<file path="src/hdl/assert_macros.svh">
// Assertion macros used by the top-level RTL file.
`ifndef ASSERT_MACROS_SVH
`define ASSERT_MACROS_SVH

// Same-cycle implication, masked while reset is asserted.
`define ASSERT_IMPLIES(label, clk, rst_n, ante, cons, msg) \
    label: assert property (@(posedge clk) disable iff (!rst_n) (ante) |-> (cons)) \
        else $error(msg);

// Next-cycle implication, masked while reset is asserted.
`define ASSERT_NEXT(label, clk, rst_n, ante, cons, msg) \
    label: assert property (@(posedge clk) disable iff (!rst_n) (ante) |=> (cons)) \
        else $error(msg);

`endif

</file>
<file path="src/hdl/lge_pkg.sv">
// Shared constants, types and helpers for the Life generation engine.
`default_nettype none

package lge_pkg;

    // Grid limits
    localparam int MAX_COLUMNS = 64;
    localparam int MAX_ROWS    = 64;
    localparam int ROW_W       = $clog2(MAX_ROWS);
    localparam int COL_W       = $clog2(MAX_COLUMNS);
    // Width of the size registers
    localparam int DIM_W       = 7;

    typedef logic [MAX_COLUMNS-1:0] row_t;

    // Command codes
    localparam logic [1:0] CMD_WRITE = 2'd0;
    localparam logic [1:0] CMD_RUN   = 2'd1;
    localparam logic [1:0] CMD_READ  = 2'd2;

    // Configuration register indexes
    localparam logic REG_WIDTH  = 1'b0;
    localparam logic REG_HEIGHT = 1'b1;

    typedef enum logic [1:0] {
        ST_IDLE,
        ST_READ,
        ST_GEN,
        ST_FINISH
    } st_t;

    // One computed row and whether it differs from the current one
    typedef struct packed {
        row_t next_row;
        logic changed;
    } row_res_t;

    // Clamp a size register to 1..hi
    function automatic logic [DIM_W-1:0] clamp_dim(input logic [DIM_W-1:0] v,
                                                   input logic [DIM_W-1:0] hi);
        logic [DIM_W-1:0] r;
        r = v;
        if (v == '0)
        begin
            r = DIM_W'(1);
        end
        else if (v > hi)
        begin
            r = hi;
        end
        return r;
    endfunction

endpackage

`default_nettype wire

</file>
<file path="src/hdl/lge_lane.sv">
// One cell lane: B3/S23 rule from the eight neighbor bits.
`default_nettype none

module lge_lane (
    input  wire logic [7:0] nbr,
    input  wire logic       self_alive,
    input  wire logic       in_use,
    output logic            alive_next
);

    logic [3:0] sum;

    // Neighbor count
    always_comb
    begin
        sum = '0;
        for (int i = 0; i < 8; i++)
        begin
            sum = sum + {3'b000, nbr[i]};
        end
    end

    // Birth on three, survival on two or three; columns past the width stay dead
    assign alive_next = in_use & ((sum == 4'd3) | ((sum == 4'd2) & self_alive));

endmodule

`default_nettype wire

</file>
<file path="src/hdl/lge_row_unit.sv">
// Row of cell lanes with horizontal wrap, plus merge into next row and change flag.
`default_nettype none

module lge_row_unit (
    input  wire lge_pkg::row_t                  up,
    input  wire lge_pkg::row_t                  mid,
    input  wire lge_pkg::row_t                  dn,
    input  wire logic [lge_pkg::DIM_W-1:0]      width,
    input  wire lge_pkg::row_t                  mask,
    output lge_pkg::row_res_t                   res
);

    import lge_pkg::*;

    logic [COL_W-1:0] last_col;
    row_t             lane_out;

    assign last_col = COL_W'(width - DIM_W'(1));

    // One lane per column
    for (genvar x = 0; x < MAX_COLUMNS; x++)
    begin : g_lane
        logic is_last;
        logic wu, wm, wd;
        logic eu, em, ed;

        assign is_last = (last_col == COL_W'(x));

        // West neighbor: column x-1, first column wraps to the last one in use
        if (x == 0)
        begin : g_west_edge
            assign wu = up[last_col];
            assign wm = mid[last_col];
            assign wd = dn[last_col];
        end
        else
        begin : g_west
            assign wu = up[x-1];
            assign wm = mid[x-1];
            assign wd = dn[x-1];
        end

        // East neighbor: column x+1, last column in use wraps to column 0
        if (x == MAX_COLUMNS - 1)
        begin : g_east_edge
            assign eu = is_last & up[0];
            assign em = is_last & mid[0];
            assign ed = is_last & dn[0];
        end
        else
        begin : g_east
            assign eu = is_last ? up[0]  : up[x+1];
            assign em = is_last ? mid[0] : mid[x+1];
            assign ed = is_last ? dn[0]  : dn[x+1];
        end

        lge_lane u_lane (
            .nbr        ({wu, up[x], eu, wm, em, wd, dn[x], ed}),
            .self_alive (mid[x]),
            .in_use     (mask[x]),
            .alive_next (lane_out[x])
        );
    end

    // Merge lane results
    assign res.next_row = lane_out;
    assign res.changed  = |(lane_out ^ mid);

endmodule

`default_nettype wire

</file>
<file path="config.mk">
export PLATFORM = sky130hd
export DESIGN_NAME = lge_row_unit
export DESIGN_NICKNAME = d
export VERILOG_FILES = /design/src/hdl/assert_macros.svh /design/src/hdl/lge_pkg.sv /design/src/hdl/lge_lane.sv /design/src/hdl/lge_row_unit.sv
export SDC_FILE = /design/constraint.sdc
export NUM_CORES = 1
export LEC_CHECK = 0
export BUFFER_PORTS_ARGS = -buffer_cell sky130_fd_sc_hd__buf_2
export CORE_MARGIN = 5
export CORE_UTILIZATION = 45
export DETAILED_ROUTE_END_ITERATION = 8
export PLACE_DENSITY = 0.68
export SETUP_SLACK_MARGIN = 0.05
export SYNTH_ARGS = -nofsm -noshare
export SYNTH_HDL_FRONTEND = slang
export SYNTH_SLANG_ARGS = --single-unit
</file>
<file path="constraint.sdc">
create_clock -name vclk -period 15.6
set_input_delay 1.56 -clock vclk [all_inputs]
set_output_delay 1.56 -clock vclk [all_outputs]
set_load 0.05 [all_outputs]
</file>
==> reports/metrics.cfg <==
[outcome]
result_of_the_run=completed

[critical_path]
cp_data_required_time_ns=14.04
endpoint=res[0]
critPathSlowestCell=sky130_fd_sc_hd__xor2_1
worst_setup_path_startpoint=width[0]
worstSetupPathType=in2out
critPathMaxFanout=29
cp_top_family=simple AND/OR/NAND/NOR gates
critPathMaxStageDelay_ns=0.64
worstSetupEndpointType=primary output
crit_arrival_ns=9.51
crit_path_start_kind=input port
cp.depth=25
crit_buf_inv=6

[placed_design]
dpl-instance-area_mm2=0.0190
dpl.cell_count=2711
detailedPlacementHpwl_um=50900
globalplace.congestion=0.958
port_buffers=327

[floorplan]
die_width_um=206
die_area_mm2=0.0424
die_h_um=206
pin_count=328
initial_core_util=0.458
fp.coreArea_mm2=0.0378
placementRows=71

[synthesis]
synthDominantCellAreaShare=0.296
ys_seq_area_frac=0
synth_cell_types=59
synth_xor_area_frac=0.0161
yosys-top-cells-count=sky130_fd_sc_hd__inv_1, sky130_fd_sc_hd__fa_1, sky130_fd_sc_hd__ha_1
synth_top_family_by_area=adder cells
post_synth.cell_area_avg_um2=8.78
yosysWarnings=0
synthAdderAreaFrac=0.438
synth_most_common_cell=sky130_fd_sc_hd__inv_1
synth.top_cells.by_area=sky130_fd_sc_hd__fa_1, sky130_fd_sc_hd__ha_1, sky130_fd_sc_hd__inv_1, sky130_fd_sc_hd__mux4_2, sky130_fd_sc_hd__mux2i_1
synth.mux.area_fraction=0.197
netlist_instances=1970
synthesis.nets=2685
synth_compound_area_frac=0.0532
synth_simple_gate_area_share=0.143
synth.largest_area_cell=sky130_fd_sc_hd__fa_1
synth.cell_area_mm2=0.0173

[global_route]
grt_max_degree=35
wire_length_of_the_first_global_routing_pass_um=88800
grt_antenna_before_repair=10
grt.overflow.total=0
global_route.usage.total=0.271
first_global_vias=15700

[timing]
summed_negative_setup_slack_over_all_endpoints_ns=0
unrepaired_setup_endpoints_after_global_routing=false
setup_viol_count_final=0
timing_max_transition_violations_final=0
worst_slew_pin_slew_ns=1.15
max_freq_mhz=90.3
layout_worst_path_cycle_share=0.710
period_minus_slack_ns=11.07
hold_violations=0
slew_headroom=0.225

[clock_tree]
cts_resized=0
holdBufCountCts=0
cts.repair_timing.setup_buffer_count=0

[drt]
routed-via-count=15100
drt-initial-drc-count=1024
antenna_left=0
detail_route.drc_violations=0
wirelength_um=58500
wire_length_per_cell_after_detailed_routing_um=21.5
drtPass1Iterations=5
routed_via_density=5.53

[layout]
design.final.nets=2917
layout.cell_area.non_filler_mm2=0.0190
area.sequential_um2=0
layout-drive-gt1-share=0.222
layout.core_utilization=0.503
final-instance-count-excl-fill=2726
syn_to_final_growth_pct=9.92
multi_input_comb_area_mm2=0.0147
seq_cell_count=0
final.clkbuf_count=0
fillerInstances=3621

[power]
fin_total_pwr_mw=1.16
cellLeakagePower_nw=9.64
ir_drop_v=0.0000529
power_density_mw_per_mm2=60.9

[min_path]
worst_hold_path_type=in2out

[job]
cap_viol_max_count=0

-- report_power, final --
part	switching [mW]	leakage (nW)	internal, mW
Clock	0	0.0000951	0.000000129
Combinational	0.704	9.64	0.453
Sequential	0	0	0
Total	0.704	9.64	0.453
-- placed cells by master (no fill, tap or decap), drive strengths merged, types with 3 or more instances in the layout --
| cell type | instances |
|---|---|
| nand2b | 18 |
| mux2i | 130 |
| nor3b | 14 |
| and3 | 8 |
| nor2b | 46 |
| a22oi | 4 |
| nor4 | 19 |
| ha | 196 |
| a31oi | 38 |
| nand3 | 9 |
| o21ai | 9 |
| inv | 521 |
| nand4 | 11 |
| diode | 15 |
| xnor2 | 25 |
| nand2 | 82 |
| nor4bb | 11 |
| a211oi | 26 |
| nor2 | 183 |
| nand3b | 8 |
| mux2 | 67 |
| a41oi | 5 |
| buf | 334 |
| mux4 | 60 |
| fa | 256 |
| xor2 | 3 |
| o21a | 12 |
| a21oi | 27 |
| nor3 | 22 |
| nor4b | 31 |
-- kinds of logic after synthesis --
logic type / count (synthesis)
mux: 257
compound gates: 137
fa+ha+maj: 452
xor+xnor: 28
buf+inv: 626
simple gates: 470
-- how the worst min path moves through the flow --
stage / start / to / slack, ns / cells after the start
after floorplan: mask[50] / res[51] / 3.39 / 3
after global routing: mask[53] / res[54] / 3.59 / 3
after global placement: mask[45] / res[46] / 3.56 / 4
after CTS: mask[45] / res[46] / 3.57 / 4
final: mask[50] / res[51] / 3.57 / 4
after detailed placement: mask[45] / res[46] / 3.57 / 4
-- final cells by class --
type / instances / share of cell area
inverters: 522 / 0.103
diodes: 15 / 0.00198
well taps: 511 / 0.0336
repair buffers: 334 / 0.0890
multi-input cells: 1344 / 0.772
-- per-layer routing --
layer	track usage	wire, um
met2	0.448	27200
met1	0.374	24300
met4	0.0984	2630
met5	0	0
met3	0.0210	4360
-- per-stage QoR --
| stage | setup slack [ns] | hold WS [ns] |
|---|---|---|
| 2_1_floorplan | 5.51 | 3.39 |
| 3_3_place_gp | 4.81 | 3.56 |
| 3_5_place_dp | 4.68 | 3.57 |
| 4_1_cts | 4.66 | 3.57 |
| 5_1_grt | 4.14 | 3.59 |
| 6_report | 4.53 | 3.57 |
No activity file was read; power rests on OpenSTA's default activity.
